===== config.mk =====
export PLATFORM = sky130hd
export DESIGN_NAME = utf8_to_cp1250_transcoder_top
export DESIGN_NICKNAME = d
export VERILOG_FILES = /design/src/hdl/u2c_pkg.sv /design/src/hdl/utf8_to_cp1250_transcoder_top.sv
export VERILOG_INCLUDE_DIRS = /design/src /design/src/hdl
export SDC_FILE = /design/constraint.sdc
export NUM_CORES = 1
export LEC_CHECK = 0
export ABC_CLOCK_PERIOD_IN_PS = 5700
export BUFFER_PORTS_ARGS = -buffer_cell sky130_fd_sc_hd__buf_2
export CORE_MARGIN = 3
export CORE_UTILIZATION = 40
export DETAILED_ROUTE_END_ITERATION = 10
export GPL_TIMING_DRIVEN = 0
export PLACE_DENSITY = 0.6
export SLEW_MARGIN = 20
export SYNTH_ARGS = -nofsm -noshare
export SYNTH_HDL_FRONTEND = slang
export SYNTH_SLANG_ARGS = --single-unit

===== constraint.sdc =====
create_clock -name clk -period 5.7 [get_ports clk]
set_input_delay 1.14 -clock clk [delete_from_list [all_inputs] [get_ports clk]]
set_output_delay 1.14 -clock clk [all_outputs]
set_load 0.03 [all_outputs]

===== src/hdl/utf8_to_cp1250_transcoder_top_macros.svh =====
// ----------------------------------------------------------------------------
// UTF-8 to CP1250 transcoder assertion macros
// Shared concurrent assertion forms, clocked on clk and disabled in reset.
// ----------------------------------------------------------------------------
`ifndef UTF8_TO_CP1250_TRANSCODER_TOP_MACROS_SVH
`define UTF8_TO_CP1250_TRANSCODER_TOP_MACROS_SVH

// Consequent must hold in the same cycle as the antecedent.
`define U2C_ASSERT_SAME(lbl, ante, cons, msg) \
  lbl: assert property (@(posedge clk) disable iff (!rst_n) (ante) |-> (cons)) else $error(msg);

// Consequent must hold in the cycle after the antecedent.
`define U2C_ASSERT_NEXT(lbl, ante, cons, msg) \
  lbl: assert property (@(posedge clk) disable iff (!rst_n) (ante) |=> (cons)) else $error(msg);

`endif


===== src/hdl/u2c_pkg.sv =====
// ----------------------------------------------------------------------------
// u2c_pkg
// Codes and the fixed sequence-to-CP1250 mapping table of the transcoder.
// ----------------------------------------------------------------------------
package u2c_pkg;

  // Terminator stop reasons.
  localparam logic [1:0] STOP_INPUT_ZERO = 2'd0;
  localparam logic [1:0] STOP_UNMAPPED   = 2'd1;
  localparam logic [1:0] STOP_LIMIT      = 2'd2;

  // Number of buffered sequence bytes.
  localparam logic [1:0] PEND_NONE = 2'd0;
  localparam logic [1:0] PEND_LEAD = 2'd1;
  localparam logic [1:0] PEND_MID  = 2'd2;

  // Table row selected by the byte preceding the suffix.
  localparam logic [3:0] ROW_C2     = 4'd0;
  localparam logic [3:0] ROW_C3     = 4'd1;
  localparam logic [3:0] ROW_C4     = 4'd2;
  localparam logic [3:0] ROW_C5     = 4'd3;
  localparam logic [3:0] ROW_CB     = 4'd4;
  localparam logic [3:0] ROW_E2_80  = 4'd5;
  localparam logic [3:0] ROW_E2_82  = 4'd6;
  localparam logic [3:0] ROW_E2_84  = 4'd7;
  localparam logic [3:0] ROW_C8     = 4'd8;
  localparam logic [3:0] ROW_NONE   = 4'd15;

  localparam logic [7:0] LEAD_E2 = 8'hE2;

  function automatic logic is_lead(input logic [7:0] b);
    is_lead = (b >= 8'hC2 && b <= 8'hC5) || b == 8'hC8 || b == 8'hCB || b == LEAD_E2;
  endfunction

  function automatic logic middle_ok(input logic [7:0] b);
    middle_ok = b == 8'h80 || b == 8'h82 || b == 8'h84;
  endfunction

  // The middle bytes select the three-byte rows; the state guarantees that a
  // lookup keyed by a middle byte is only used after an E2 lead.
  function automatic logic [3:0] row_of(input logic [7:0] b);
    logic [3:0] r;
    case (b)
      8'hC2: r = ROW_C2;
      8'hC3: r = ROW_C3;
      8'hC4: r = ROW_C4;
      8'hC5: r = ROW_C5;
      8'hCB: r = ROW_CB;
      8'h80: r = ROW_E2_80;
      8'h82: r = ROW_E2_82;
      8'h84: r = ROW_E2_84;
      8'hC8: r = ROW_C8;
      default: r = ROW_NONE;
    endcase
    row_of = r;
  endfunction

  // Returns the CP1250 byte, or zero when the sequence is not in the table.
  function automatic logic [7:0] cp_map(input logic [3:0] row, input logic [7:0] s);
    logic [7:0] m;
    m = 8'h00;
    case (row)
      ROW_C2: begin
        case (s)
          8'h81, 8'h83, 8'h88, 8'h90, 8'h98, 8'hA0, 8'hA4, 8'hA6, 8'hA7, 8'hA8,
          8'hA9, 8'hAB, 8'hAC, 8'hAD, 8'hAE, 8'hB0, 8'hB1, 8'hB4, 8'hB5, 8'hB6,
          8'hB7, 8'hB8, 8'hBB: m = s;
          default: m = 8'h00;
        endcase
      end
      ROW_C3: begin
        case (s)
          8'h81, 8'h82, 8'h84, 8'h87, 8'h89, 8'h8B, 8'h8D, 8'h8E, 8'h93, 8'h94,
          8'h96, 8'h97, 8'h9A, 8'h9C, 8'h9D, 8'h9F, 8'hA1, 8'hA2, 8'hA4, 8'hA7,
          8'hA9, 8'hAB, 8'hAD, 8'hAE, 8'hB3, 8'hB4, 8'hB6, 8'hB7, 8'hBA, 8'hBC,
          8'hBD: m = {2'b11, s[5:0]};
          default: m = 8'h00;
        endcase
      end
      ROW_C4: begin
        case (s)
          8'h82: m = 8'hC3; 8'h83: m = 8'hE3; 8'h84: m = 8'hA5; 8'h85: m = 8'hB9;
          8'h86: m = 8'hC6; 8'h87: m = 8'hE6; 8'h8C: m = 8'hC8; 8'h8D: m = 8'hE8;
          8'h8E: m = 8'hCF; 8'h8F: m = 8'hEF; 8'h90: m = 8'hD0; 8'h91: m = 8'hF0;
          8'h98: m = 8'hCA; 8'h99: m = 8'hEA; 8'h9A: m = 8'hCC; 8'h9B: m = 8'hEC;
          8'hB9: m = 8'hC5; 8'hBA: m = 8'hE5; 8'hBD: m = 8'hBC; 8'hBE: m = 8'hBE;
          default: m = 8'h00;
        endcase
      end
      ROW_C5: begin
        case (s)
          8'h81: m = 8'hA3; 8'h82: m = 8'hB3; 8'h83: m = 8'hD1; 8'h84: m = 8'hF1;
          8'h87: m = 8'hD2; 8'h88: m = 8'hF2; 8'h90: m = 8'hD5; 8'h91: m = 8'hF5;
          8'h94: m = 8'hC0; 8'h95: m = 8'hE0; 8'h98: m = 8'hD8; 8'h99: m = 8'hF8;
          8'h9A: m = 8'h8C; 8'h9B: m = 8'h9C; 8'h9E: m = 8'hAA; 8'h9F: m = 8'hBA;
          8'hA0: m = 8'h8A; 8'hA1: m = 8'h9A; 8'hA2: m = 8'hDE; 8'hA3: m = 8'hFE;
          8'hA4: m = 8'h8D; 8'hA5: m = 8'h9D; 8'hAE: m = 8'hD9; 8'hAF: m = 8'hF9;
          8'hB0: m = 8'hDB; 8'hB1: m = 8'hFB; 8'hB9: m = 8'h8F; 8'hBA: m = 8'h9F;
          8'hBB: m = 8'hAF; 8'hBC: m = 8'hBF; 8'hBD: m = 8'h8E; 8'hBE: m = 8'h9E;
          default: m = 8'h00;
        endcase
      end
      ROW_CB: begin
        case (s)
          8'h87: m = 8'hA1; 8'h98: m = 8'hA2; 8'h99: m = 8'hFF; 8'h9B: m = 8'hB2;
          8'h9D: m = 8'hBD;
          default: m = 8'h00;
        endcase
      end
      ROW_E2_80: begin
        case (s)
          8'h93: m = 8'h96; 8'h94: m = 8'h97; 8'h98: m = 8'h91; 8'h99: m = 8'h92;
          8'h9A: m = 8'h82; 8'h9C: m = 8'h93; 8'h9D: m = 8'h94; 8'h9E: m = 8'h84;
          8'hA0: m = 8'h86; 8'hA1: m = 8'h87; 8'hA2: m = 8'h95; 8'hA6: m = 8'h85;
          8'hB0: m = 8'h89; 8'hB9: m = 8'h8B; 8'hBA: m = 8'h9B;
          default: m = 8'h00;
        endcase
      end
      ROW_E2_82: m = (s == 8'hAC) ? 8'h80 : 8'h00;
      ROW_E2_84: m = (s == 8'hA2) ? 8'h99 : 8'h00;
      ROW_C8:    m = (s == 8'h9A) ? 8'hDE : 8'h00;
      default:   m = 8'h00;
    endcase
    cp_map = m;
  endfunction

endpackage


===== src/hdl/utf8_to_cp1250_transcoder_top.sv =====
// ----------------------------------------------------------------------------
// utf8_to_cp1250_transcoder_top
// Converts a zero-terminated UTF-8 byte stream into Windows-1250 bytes.
// ----------------------------------------------------------------------------
// Usage:
// The input channel (in_valid, in_ready, in_byte) takes one UTF-8 byte per
// transfer. The output channel (out_valid, out_ready, out_byte,
// out_end_of_string, out_stop_reason) gives zero or one CP1250 byte for each
// input byte; the terminating zero carries out_end_of_string and the reason.
// cfg_we with cfg_max_chars sets the character limit; write it only while idle.
// An accepted byte addresses the mapping ROM in the cycle of its transfer;
// the ROM word is registered, the resolve stage then settles the sequence
// state and the result lands in the output register. One byte is taken
// every cycle while the receiver keeps up. The ROM is addressed by the
// previous byte and the new one only, so its read never waits on the
// sequence state.
// If the receiver stalls with a result waiting, the resolve stage holds its
// byte and in_ready drops once that stage is full as well.
// Reset (rst_n low, synchronous) empties the pipeline, drops any buffered
// sequence, clears the character count and sets the limit to 255.
// ----------------------------------------------------------------------------
`include "utf8_to_cp1250_transcoder_top_macros.svh"

module utf8_to_cp1250_transcoder_top #(
  parameter int COUNT_BITS = 16
) (
  input  logic        clk,
  input  logic        rst_n,
  input  logic        cfg_we,
  input  logic [15:0] cfg_max_chars,
  input  logic        in_valid,
  output logic        in_ready,
  input  logic [7:0]  in_byte,
  output logic        out_valid,
  input  logic        out_ready,
  output logic [7:0]  out_byte,
  output logic        out_end_of_string,
  output logic [1:0]  out_stop_reason
);

  // Width for comparing the count with the limit.
  localparam int CMP_W = (COUNT_BITS > 16) ? COUNT_BITS : 16;
  localparam logic [CMP_W-1:0] CMAX = CMP_W'((33'd1 << COUNT_BITS) - 33'd1);

  logic [15:0]           max_chars_r;

  // Lookup stage: the byte and its registered ROM word.
  logic                  s1_valid_r;
  logic [7:0]            s1_byte_r;
  logic [7:0]            rom_q_r;
  logic [7:0]            prev_byte_r;

  // Sequence state.
  logic [7:0]            lead_first_r, lead_first_nxt;
  logic [1:0]            pend_r, pend_nxt;
  logic [COUNT_BITS-1:0] char_count_r, char_count_nxt;
  logic                  disc_r, disc_nxt;

  // Output register.
  logic                  out_valid_r;
  logic [7:0]            out_byte_r;
  logic                  out_eos_r;
  logic [1:0]            out_reason_r;

  logic                  s2_go;
  logic                  in_xfer;
  logic                  do_char;
  logic [7:0]            char_val;
  logic                  do_term;
  logic [1:0]            term_reason;
  logic                  term_skip;
  logic                  emit;
  logic [7:0]            emit_byte;
  logic                  emit_last;
  logic [1:0]            emit_reason;
  logic [CMP_W-1:0]      max_ext;
  logic [CMP_W-1:0]      lim;
  logic [CMP_W-1:0]      count_ext;

  // The resolve stage moves only when the output register can take a result.
  assign s2_go    = s1_valid_r && (!out_valid_r || out_ready);
  assign in_ready = !s1_valid_r || s2_go;
  assign in_xfer  = in_valid && in_ready;

  assign max_ext   = CMP_W'(max_chars_r);
  assign lim       = (max_ext > CMAX) ? CMAX : max_ext;
  assign count_ext = CMP_W'(char_count_r);

  always_ff @(posedge clk) begin
    if (!rst_n) begin
      max_chars_r <= 16'd255;
    end else if (cfg_we) begin
      max_chars_r <= cfg_max_chars;
    end
  end

  // Mapping ROM with a registered read. The last byte of a pending sequence is
  // always the byte transferred just before, so that byte selects the table row.
  always_ff @(posedge clk) begin
    if (in_xfer) begin
      rom_q_r     <= u2c_pkg::cp_map(u2c_pkg::row_of(prev_byte_r), in_byte);
      s1_byte_r   <= in_byte;
      prev_byte_r <= in_byte;
    end
  end

  always_ff @(posedge clk) begin
    if (!rst_n) begin
      s1_valid_r <= 1'b0;
    end else if (in_xfer) begin
      s1_valid_r <= 1'b1;
    end else if (s2_go) begin
      s1_valid_r <= 1'b0;
    end
  end

  // Sequence decision for the byte in the resolve stage.
  always_comb begin
    lead_first_nxt = lead_first_r;
    pend_nxt       = pend_r;
    disc_nxt       = disc_r;
    char_count_nxt = char_count_r;
    do_char        = 1'b0;
    char_val       = rom_q_r;
    do_term        = 1'b0;
    term_reason    = u2c_pkg::STOP_INPUT_ZERO;
    term_skip      = 1'b0;
    emit           = 1'b0;
    emit_byte      = 8'h00;
    emit_last      = 1'b0;
    emit_reason    = u2c_pkg::STOP_INPUT_ZERO;

    if (s2_go) begin
      if (disc_r) begin
        // Skip everything up to and including the next input zero.
        if (s1_byte_r == 8'h00) begin
          disc_nxt       = 1'b0;
          char_count_nxt = '0;
        end
      end else begin
        case (pend_r)
          u2c_pkg::PEND_LEAD: begin
            if (lead_first_r == u2c_pkg::LEAD_E2) begin
              if (u2c_pkg::middle_ok(s1_byte_r)) begin
                pend_nxt = u2c_pkg::PEND_MID;
              end else begin
                do_term     = 1'b1;
                term_reason = u2c_pkg::STOP_UNMAPPED;
                term_skip   = (s1_byte_r != 8'h00);
              end
            end else begin
              pend_nxt = u2c_pkg::PEND_NONE;
              if (rom_q_r != 8'h00) begin
                do_char = 1'b1;
              end else begin
                do_term     = 1'b1;
                term_reason = u2c_pkg::STOP_UNMAPPED;
                term_skip   = (s1_byte_r != 8'h00);
              end
            end
          end
          u2c_pkg::PEND_MID: begin
            pend_nxt = u2c_pkg::PEND_NONE;
            if (rom_q_r != 8'h00) begin
              do_char = 1'b1;
            end else begin
              do_term     = 1'b1;
              term_reason = u2c_pkg::STOP_UNMAPPED;
              term_skip   = (s1_byte_r != 8'h00);
            end
          end
          default: begin
            pend_nxt = u2c_pkg::PEND_NONE;
            if (s1_byte_r == 8'h00) begin
              do_term     = 1'b1;
              term_reason = u2c_pkg::STOP_INPUT_ZERO;
            end else if (u2c_pkg::is_lead(s1_byte_r)) begin
              lead_first_nxt = s1_byte_r;
              pend_nxt       = u2c_pkg::PEND_LEAD;
            end else begin
              do_char  = 1'b1;
              char_val = s1_byte_r;
            end
          end
        endcase

        // A character beyond the limit becomes a cut terminator.
        if (do_char) begin
          if (count_ext >= lim) begin
            do_term     = 1'b1;
            term_reason = u2c_pkg::STOP_LIMIT;
            term_skip   = 1'b1;
          end else begin
            char_count_nxt = char_count_r + COUNT_BITS'(1);
            emit           = 1'b1;
            emit_byte      = char_val;
          end
        end

        if (do_term) begin
          char_count_nxt = '0;
          pend_nxt       = u2c_pkg::PEND_NONE;
          disc_nxt       = term_skip;
          emit           = 1'b1;
          emit_byte      = 8'h00;
          emit_last      = 1'b1;
          emit_reason    = term_reason;
        end
      end
    end
  end

  always_ff @(posedge clk) begin
    if (!rst_n) begin
      pend_r       <= u2c_pkg::PEND_NONE;
      char_count_r <= '0;
      disc_r       <= 1'b0;
      lead_first_r <= 8'h00;
    end else begin
      pend_r       <= pend_nxt;
      char_count_r <= char_count_nxt;
      disc_r       <= disc_nxt;
      lead_first_r <= lead_first_nxt;
    end
  end

  always_ff @(posedge clk) begin
    if (!rst_n) begin
      out_valid_r <= 1'b0;
    end else if (s2_go && emit) begin
      out_valid_r <= 1'b1;
    end else if (out_ready) begin
      out_valid_r <= 1'b0;
    end
  end

  always_ff @(posedge clk) begin
    if (s2_go && emit) begin
      out_byte_r   <= emit_byte;
      out_eos_r    <= emit_last;
      out_reason_r <= emit_reason;
    end
  end

  assign out_valid         = out_valid_r;
  assign out_byte          = out_byte_r;
  assign out_end_of_string = out_eos_r;
  assign out_stop_reason   = out_reason_r;

  // An ordinary character is never zero and carries no stop reason.
  `U2C_ASSERT_SAME(a_char_nonzero, out_valid_r && !out_eos_r, out_byte_r != 8'h00 && out_reason_r == u2c_pkg::STOP_INPUT_ZERO, "ordinary character is zero or has a reason")

  // The count never runs past the limit.
  `U2C_ASSERT_SAME(a_count_in_limit, 1'b1, count_ext <= lim, "character count exceeds limit")

  // No sequence is buffered while skipping to the input zero.
  `U2C_ASSERT_SAME(a_disc_no_pend, disc_r, pend_r == u2c_pkg::PEND_NONE, "sequence pending while discarding")

  // A held resolve stage keeps its byte.
  `U2C_ASSERT_NEXT(a_s1_hold, s1_valid_r && !s2_go, s1_valid_r && $stable(s1_byte_r), "resolve stage lost its byte under stall")

endmodule

==> results of run 1 <==
==> per-layer routing <==
layer  vias up  track usage, %  wire (µm)
met2       279            34.5       7230
met1      2513            33.8       7860
met5         -               0          0
li1       2510               -          -
met3        50            6.69       1600
met4         0            9.24        557
==> synthesized netlist by cell type, types with 15 or more instances <==
cell type	instances
nor2b_1	29
dfxtp_1	45
a21oi_1	27
nand3_1	28
ha_1	19
inv_1	28
nand2_1	49
mux2i_1	22
o21ai_0	27
buf_2	19
nor2_1	70
clkbuf_1	22
nor3_1	19
edfxtp_1	27
xor2_1	15
==> cell type report <==
cell class              instances  area share [%]
plain buffers                  48            3.57
clock buffers                  10            3.80
clock inverters                 6           0.581
inverters                      28            1.74
multi-input cells             502            55.1
flip-flops and latches         72            28.4
well taps                     172            3.57
repair buffers                 40            3.32
==> cell families (layout without fill, tap and decap cells) <==
kind of cell | after synthesis | in the layout | share of synthesized area, %
compound gates | 167 | 167 | 23.1
simple gates | 274 | 274 | 27.1
mux | 22 | 22 | 4.11
xor+xnor | 20 | 20 | 3.27
buf+inv | 76 | 132 | 5.98
fa+ha+maj | 19 | 19 | 4.44
flops | 72 | 72 | 32.0
==> per-stage QoR <==
| step | area (µm²) | util (%) | hold WS [ps] |
|---|---|---|---|
| after detailed placement | 5770 | 44.8 | 455 |
| final | 6030 | 46.9 | 470 |
| after floorplan | 5350 | - | 432 |
| after CTS | 6030 | 46.9 | 468 |
| after global placement | 5770 | 44.8 | 444 |
| after global routing | 6030 | 46.9 | 490 |
==> worst max-delay path, stage by stage <==
cell and delay [ps]:
buf_2 80, clkbuf_1 320, buf_4 270, buf_2 290, buf_2 330, nor3_1 120, a311oi_1 490, a41oi_1 220
a2111o_1 380, a221o_1 280
==> power by group <==
part	switching, mW	internal, mW	total [mW]
logic	0.152	0.0769	0.229
clock network	0.215	0.292	0.507
registers	0.0129	0.556	0.569
==> state kept, by name, indices dropped and copies added (netlist names) <==
| signal | cells |
|---|---|
| char_count_r | 16 |
| max_chars_r | 16 |
| lead_first_r | 8 |
| out_byte | 8 |
| prev_byte_r | 8 |
| rom_q_r | 8 |
| out_stop_reason | 2 |
| pend_r | 2 |
| disc_r | 1 |
| out_end_of_string | 1 |
| out_valid | 1 |
| s1_valid_r | 1 |
==> how the worst min path moves through the flow <==
| stage | cells after the start | slack, ps | to |
|---|---|---|---|
| 2_1_floorplan | 1 | 430 | lead_first_r[7] |
| 3_3_place_gp | 1 | 440 | lead_first_r[6] |
| 3_5_place_dp | 1 | 450 | lead_first_r[6] |
| 4_1_cts | 1 | 470 | lead_first_r[6] |
| 5_1_grt | 1 | 490 | lead_first_r[6] |
| 6_report | 1 | 470 | lead_first_r[6] |
==> results.txt, run 1 <==
Largest fanout on the critical path: 10. The floorplan step defined a die boundary enclosing 0.0148 mm². The most critical setup path has its startpoint at in_byte[0].

The signed area change from the synthesized netlist to the final layout was 12.7%. In this run the worst hold path is classified as reg -> reg. The run gives 0 as the count of warnings emitted by yosys.

Once routing completed, OpenROAD measured the worst setup slack at 1850 ps. The mapped netlist covers 0.00535 mm². In this run the number of H-tree levels came out at 3. TritonCTS built the clock tree.

The area of the multi-input gates was 0.00332 mm². The clock reaches the later pin of the worst-skew pair after 340 ps. After detailed routing, the number of remaining DRC violations is 0. In this run the power density over the cells is 216 mW/mm². The final layout contains 749 nets. Clock-pin slew was measured on the worst setup and hold paths at 60 ps. The share of the Yosys chip area taken by registers is 32.0%. The clock passes through at most 2 buffers.

The congestion estimate from routability-driven global placement came to 0.970. The detailed placement HPWL was 13.1 mm. Setup repair after global routing left no endpoint under its margin. After detailed placement, the design holds a cell count of 862.

The logs give 0 for the final-report hold violation count and 9 for the TritonCTS buffer count. The critical path ends at rom_q_r[4]. Summing all flip-flop and latch instances after layout gives 0.00171 mm². In the post-synthesis netlist, the biggest area contributors are dfxtp_1 (17%), edfxtp_1 (15%), nor2_1 (4.9%), ha_1 (4.4%), mux2i_1 (4.1%).

After synthesis, the mean cell area works out to 8.24 µm². The detail route stage leaves a number of antenna-violating nets equal to 0. The clock drives 72 sinks. The worst register-to-register path has a depth of 7. The source of the worst register-to-register timing path is prev_byte_r[2]. The post-layout minimum cycle time is 3850 ps. For the worst setup path, the data arrival time is 3940 ps.

After filler insertion, the fill cell instance count of the layout stands at 1277. The root buffer cell chosen for the clock tree is clkbuf_16. The tools report the via count of the first global-routing pass as 5134. Synthesis produced 650 cells.

The required time reported for the critical path endpoint was 5780 ps; the total power after layout was 1.30 mW. For this block, the initial DRC count from the detailed router was 599. For the cell row count, the log shows 41.

Most common cell after layout, fill and taps aside: nor2_1. The synthesized design devotes to its leading area cell type 16.8% of total area. The die extent in x is 122 µm. The overall fraction of global-route tracks in use is 23.9%, and the number of max-slew violations in the final report is 0.

The average via count per standard cell was 6.10. Counting flops with an async set or reset pin after synthesis yields a share of 0%. The flip-flop and latch count after synthesis is 72, and the cts-stage hold buffer count is 0.

After layout, the worst path uses 67.6% of the clock period. Prior to clock tree synthesis, the placed netlist has a worst setup slack of 1620 ps. In the layout the commonest cells are nor2_1 (70), buf_2 (59), nand2_1 (49). The slew at the pin closest to its max-slew limit came out at 850 ps. For the number of distinct library cells after synthesis, the log shows 85. For the number of antenna violations at the first check in global routing, the log shows 0. The most used flip-flop cell after synthesis is dfxtp_1. Entering global routing, the biggest net connects 17 pins. After detailed routing, the total wire length is 17.3 mm. The logs give 0.0129 mm² for the core box area and 0 for the number of cells upsized or downsized after cts. The synthesized design contains 27 enable-type register cells. For this run, the number of standard cells in the final layout without fillers is 878.

The tools report the setup TNS after final layout as 0 ps. STA classifies the critical path startpoint as an input port. The leftover overflow at the end of global routing is 0, and the post-detailed-route wirelength per cell is 19.6 µm. The first global-routing pass estimated 27.8 mm of wire. In this run the count of I/O pins placed on the die edge is 42. In this run the tightest slew margin relative to its limit is 43.2%.

The proportion of layout cells with a drive suffix above 1 was 13.3%. The flow ran to the end, and the final reports show no timing, DRC or antenna violations. The endpoint identified for the worst register-to-register timing path is out_byte[0]. The first TritonRoute pass finished after 5 iterations. The buffer count from post-CTS setup fixing was 0; the peak supply drop was 0.133 mV. The final setup violation count is 0, and the count of buffers from port buffering is 40. For this configuration, the core starts out at a cell density of 41.6%. The floorplan step set the die height to 122 µm.

The worst setup path is captured at a flop. Setup slack on the worst reg-to-reg path comes out at 2600 ps. The tool flagged a number of max-cap violations equal to 0. The worst setup path is of the in -> reg kind.

The count of vias placed by the detailed router was 5352; the post-synthesis net count was 698. The tools report the highest clock frequency the design can meet as 0.259 GHz. Of all cell types, the one taking the most synthesized area is dfxtp_1. In this run the static leakage power is 2.39 nW. The repair_antennas step left the layout with diodes totalling 0. Worst setup skew after layout: 6.81 ps. In this run the most critical hold path is launched from lead_first_r[6].
No activity file was read; power rests on OpenSTA's default activity.
==> run 2, diff against run 1 <==
--- a/config.mk
+++ b/config.mk
@@ -6,7 +6,8 @@
 export SDC_FILE = /design/constraint.sdc
 export NUM_CORES = 1
 export LEC_CHECK = 0
-export ABC_CLOCK_PERIOD_IN_PS = 5700
+export ABC_AREA = 1
+export ABC_CLOCK_PERIOD_IN_PS = 3600
 export BUFFER_PORTS_ARGS = -buffer_cell sky130_fd_sc_hd__buf_2
 export CORE_MARGIN = 3
 export CORE_UTILIZATION = 40
==> constraint.sdc (replaced) <==
create_clock -name clk -period 3.6 [get_ports clk]
set_input_delay 0.72 -clock clk [delete_from_list [all_inputs] [get_ports clk]]
set_output_delay 0.72 -clock clk [all_outputs]
set_load 0.03 [all_outputs]
==> results.txt, run 2 <==
Data on the critical path arrives at its endpoint at 2750 ps. The final layout contains 946 nets. nand2_1 is the most common cell in the netlist. Counting every net in the synthesized netlist gives 894.

Sequential cells were found to cover 32.4% of the synthesized design area. Among all stages on the critical path, the largest delay is contributed by nor2_2. In this run the worst hold path is classified as reg -> reg. The library cells used most frequently in the layout, excluding fill and tap cells, are nand2_1 (234), nor2_1 (139), inv_1 (104). Derived from the worst setup path, the maximum achievable clock frequency is 0.390 GHz. The final antenna diode count is 0. Sorting the synthesized cells by area gives the leading types as dfxtp_1 (17%), nand2_1 (17%), edfxtp_1 (15%), nor2_1 (9.9%), inv_1 (7.4%).

Max-cap violations in this run came to 0. Counting both buffers and inverters, the worst setup path holds a total of 3. The leakage power figure is 3.05 nW. The commonest cells after synthesis are nand2_1 (234), nor2_1 (139), inv_1 (104).

The die is 121 µm wide. For this configuration, the core starts out at a cell density of 41.3%. The number of distinct library cells after synthesis was 35. The final-report hold violation count was 0; the core box area was 0.0128 mm².

dfxtp_1 takes more of the synthesized area than any other cell. The area growth from synthesis to layout is 13.4%. The global-route wire length before repair came out at 24.2 mm. STA classifies the critical path startpoint as an input port.

The run finished with clean final reports. After detailed placement, the total cell area comes to 0.00570 mm². Setup repair after global routing left no endpoint under its margin.

The largest fanout on the critical path was 10; the netlist area before placement was 0.00528 mm². The setup TNS after final layout came out at 0 ps. After detailed routing, the wire length on met1 is 7.27 mm. TritonCTS created 9 clock buffers. For this block, the via count after detailed routing is 5500. TritonCTS built the clock tree. The worst-skew pair later-pin latency came out at 330 ps. The worst setup path is captured at a flop. The number of antenna violations at the first check in global routing was 0; the post-detailed-routing wire length was 14.9 mm. In the detailed route, the total length drawn on met3 is 846 µm. Yosys mapped a number of flops with a built-in enable equal to 27.

A synthesized cell averages 6.24 µm². IR analysis of the VDD net gives a maximum drop of 0.221 mV. The ratio of total power to cell area was 338 mW/mm².

Buffers inserted to repair hold after CTS numbered 0. At the pin with the least slew margin, the transition time is 640 ps. The longest clock path from root to sink contains 2 buffers. Summed over its instances, the top area cell type makes up 17.1% of the synthesized netlist area. The tools report the final weighted congestion of routability-driven global placement as 0.996. In the routed layout, each cell is associated on average with a via count of 5.12.

Headroom to the max-slew limit came out at 57.3%. Once layout is done, the placed cells without fillers occupy 0.00599 mm². Pin count of the biggest net entering global routing: 17. The floorplan step defined a die boundary enclosing 0.0146 mm². The floorplan has 41 rows.

In the final layout, the registers with the most flip-flops are char_count_r x16, max_chars_r x16. The type of the setup path with the least slack is in -> reg. The number of max-slew violations in the final report is 0. The tools report the number of cells upsized or downsized after cts as 0. The worst path needs 2560 ps of the cycle, external delays included. The part of the cycle the worst path needs came out at 71.1%.

The signal on the critical path passes through buf_2 > inv_1 > nand2_1 > nor2_2 > inv_1 > nor2_1 > nor2_1 > nand3_1 > nor2_1 > nand2_1 > nand2_1 > a21oi_1 > nor2_1 > nand2_1. During synthesis, Yosys emitted a total of 0 warnings. The number of DRC violations after detailed routing was 0; the overall fraction of global-route tracks in use was 20.6%. Clock skew on the completed layout was measured at 10.6 ps.

Clock-pin slew was measured on the worst setup and hold paths at 60 ps. The most used flip-flop cell after synthesis is dfxtp_1. The via count of the first global-routing pass is 5078, and the deepest level of the CTS H-tree is 3.

In this design, the stage delay of the slowest critical-path cell is 400 ps. Clock root buffer: clkbuf_16. In the detailed route, the total length drawn on met2 is 6.39 mm.

The clock drives 72 sinks. Of all flip-flops after synthesis, the portion carrying an async set or reset was 0%. Leaving out fill and tap cells, the most frequent cell in the layout is nand2_1. The starting DRC count in detailed routing was 471.

Die height: 121 µm. The count of buffers from port buffering is 41, and the synthesized instance count is 846. The proportion of layout cells with a drive suffix above 1 was 10.5%; the flip-flop and latch count after synthesis was 72. The remaining antenna violation count came out at 0.

Routed signal wires occupy layers up through met4. The pre-antenna-repair detailed-routing pass consisted of 5 iterations. Setup violations remaining at the end of the flow were counted as 0. The number of I/O pins was 42.

Detailed placement ended at an HPWL of 11.7 mm. The required time reported for the critical path endpoint was 3790 ps. On the critical path the largest part of the delay comes from simple AND/OR/NAND/NOR gates.

Global routing finished with a remaining overflow of 0. Buffers added to address setup during post-CTS repair amount to 0. Post-detailed-route wirelength per cell: 13.9 µm.
run 2: changes by cell type after synthesis, moves of 15 or more:
| cell | delta |
|---|---|
| mux2i_1 | -22 |
| nor2_1 | +69 |
| a21oi_1 | +36 |
| clkbuf_1 | -17 |
| nand2_1 | +185 |
| xor2_1 | -15 |
| nand3_1 | +49 |
| nor2b_1 | -29 |
| inv_1 | +76 |
run 2: cell families (layout without fill, tap and decap cells):
| logic type | after synthesis | count (layout) | synth area share (%) |
|---|---|---|---|
| and+or+nand+nor | 519 | 519 | 42.7 |
| buffers and inverters | 125 | 181 | 9.36 |
| AOI/OAI and AO/OA | 111 | 111 | 11.0 |
| DFF | 72 | 72 | 32.4 |
| adders and majority gates | 19 | 19 | 4.50 |
run 2: routing by layer:
metal	global-route usage, %	up-vias
met5	0	-
met4	8.78	0
met1	28.1	2436
met3	4.06	31
met2	32.0	165
li1	-	2868
run 2: area by class of cell:
type | count | area, µm²
Tap cell | 172 | 215
Inverter | 110 | 413
Timing Repair Buffer | 41 | 205
Clock buffer | 9 | 225
Fill cell | 1338 | 6790
Multi-Input combinational cell | 649 | 3070
Buffer | 15 | 81.3
Sequential cell | 72 | 1710
Clock inverter | 6 | 60.1
run 2: worst reg2reg max path, cell delays in order, from the launching register on:
cell	delay (ps)
edfxtp_1	520
nor2_2	250
inv_1	70
nor2_1	260
nand4_1	230
a21boi_0	390
nand3_1	200
nor2_1	130
nor2_1	50
nand3_1	90
run 2: through the flow:
step	cells	hold slack [ps]	setup WS, ps	power (mW)	util (%)
2_1_floorplan	846	424	1330	1.09	-
3_3_place_gp	1059	440	723	1.17	44.6
3_5_place_dp	1059	447	802	1.17	44.6
4_1_cts	1074	455	1140	2.04	46.9
5_1_grt	1074	482	830	2.11	46.9
6_report	1074	451	1040	2.02	46.9
run 2: report_power, final:
part / total, mW / switching, mW / internal (mW)
sequential: 0.898 / 0.0194 / 0.879
clock: 0.867 / 0.337 / 0.530
combinational: 0.256 / 0.179 / 0.0767
total: 2.02 / 0.536 / 1.49
run 2: worst paths after layout:
| path | cells after the start | startpoint | to | slack (ps) |
|---|---|---|---|---|
| worst max-delay path | 14 | in_byte[6] | rom_q_r[3] | 1040 |
| worst min-delay path | 2 | lead_first_r[4] | lead_first_r[4] | 450 |
| worst max register to register | 9 | prev_byte_r[5] | rom_q_r[2] | 1270 |
| worst min register to register | 2 | lead_first_r[4] | lead_first_r[4] | 450 |
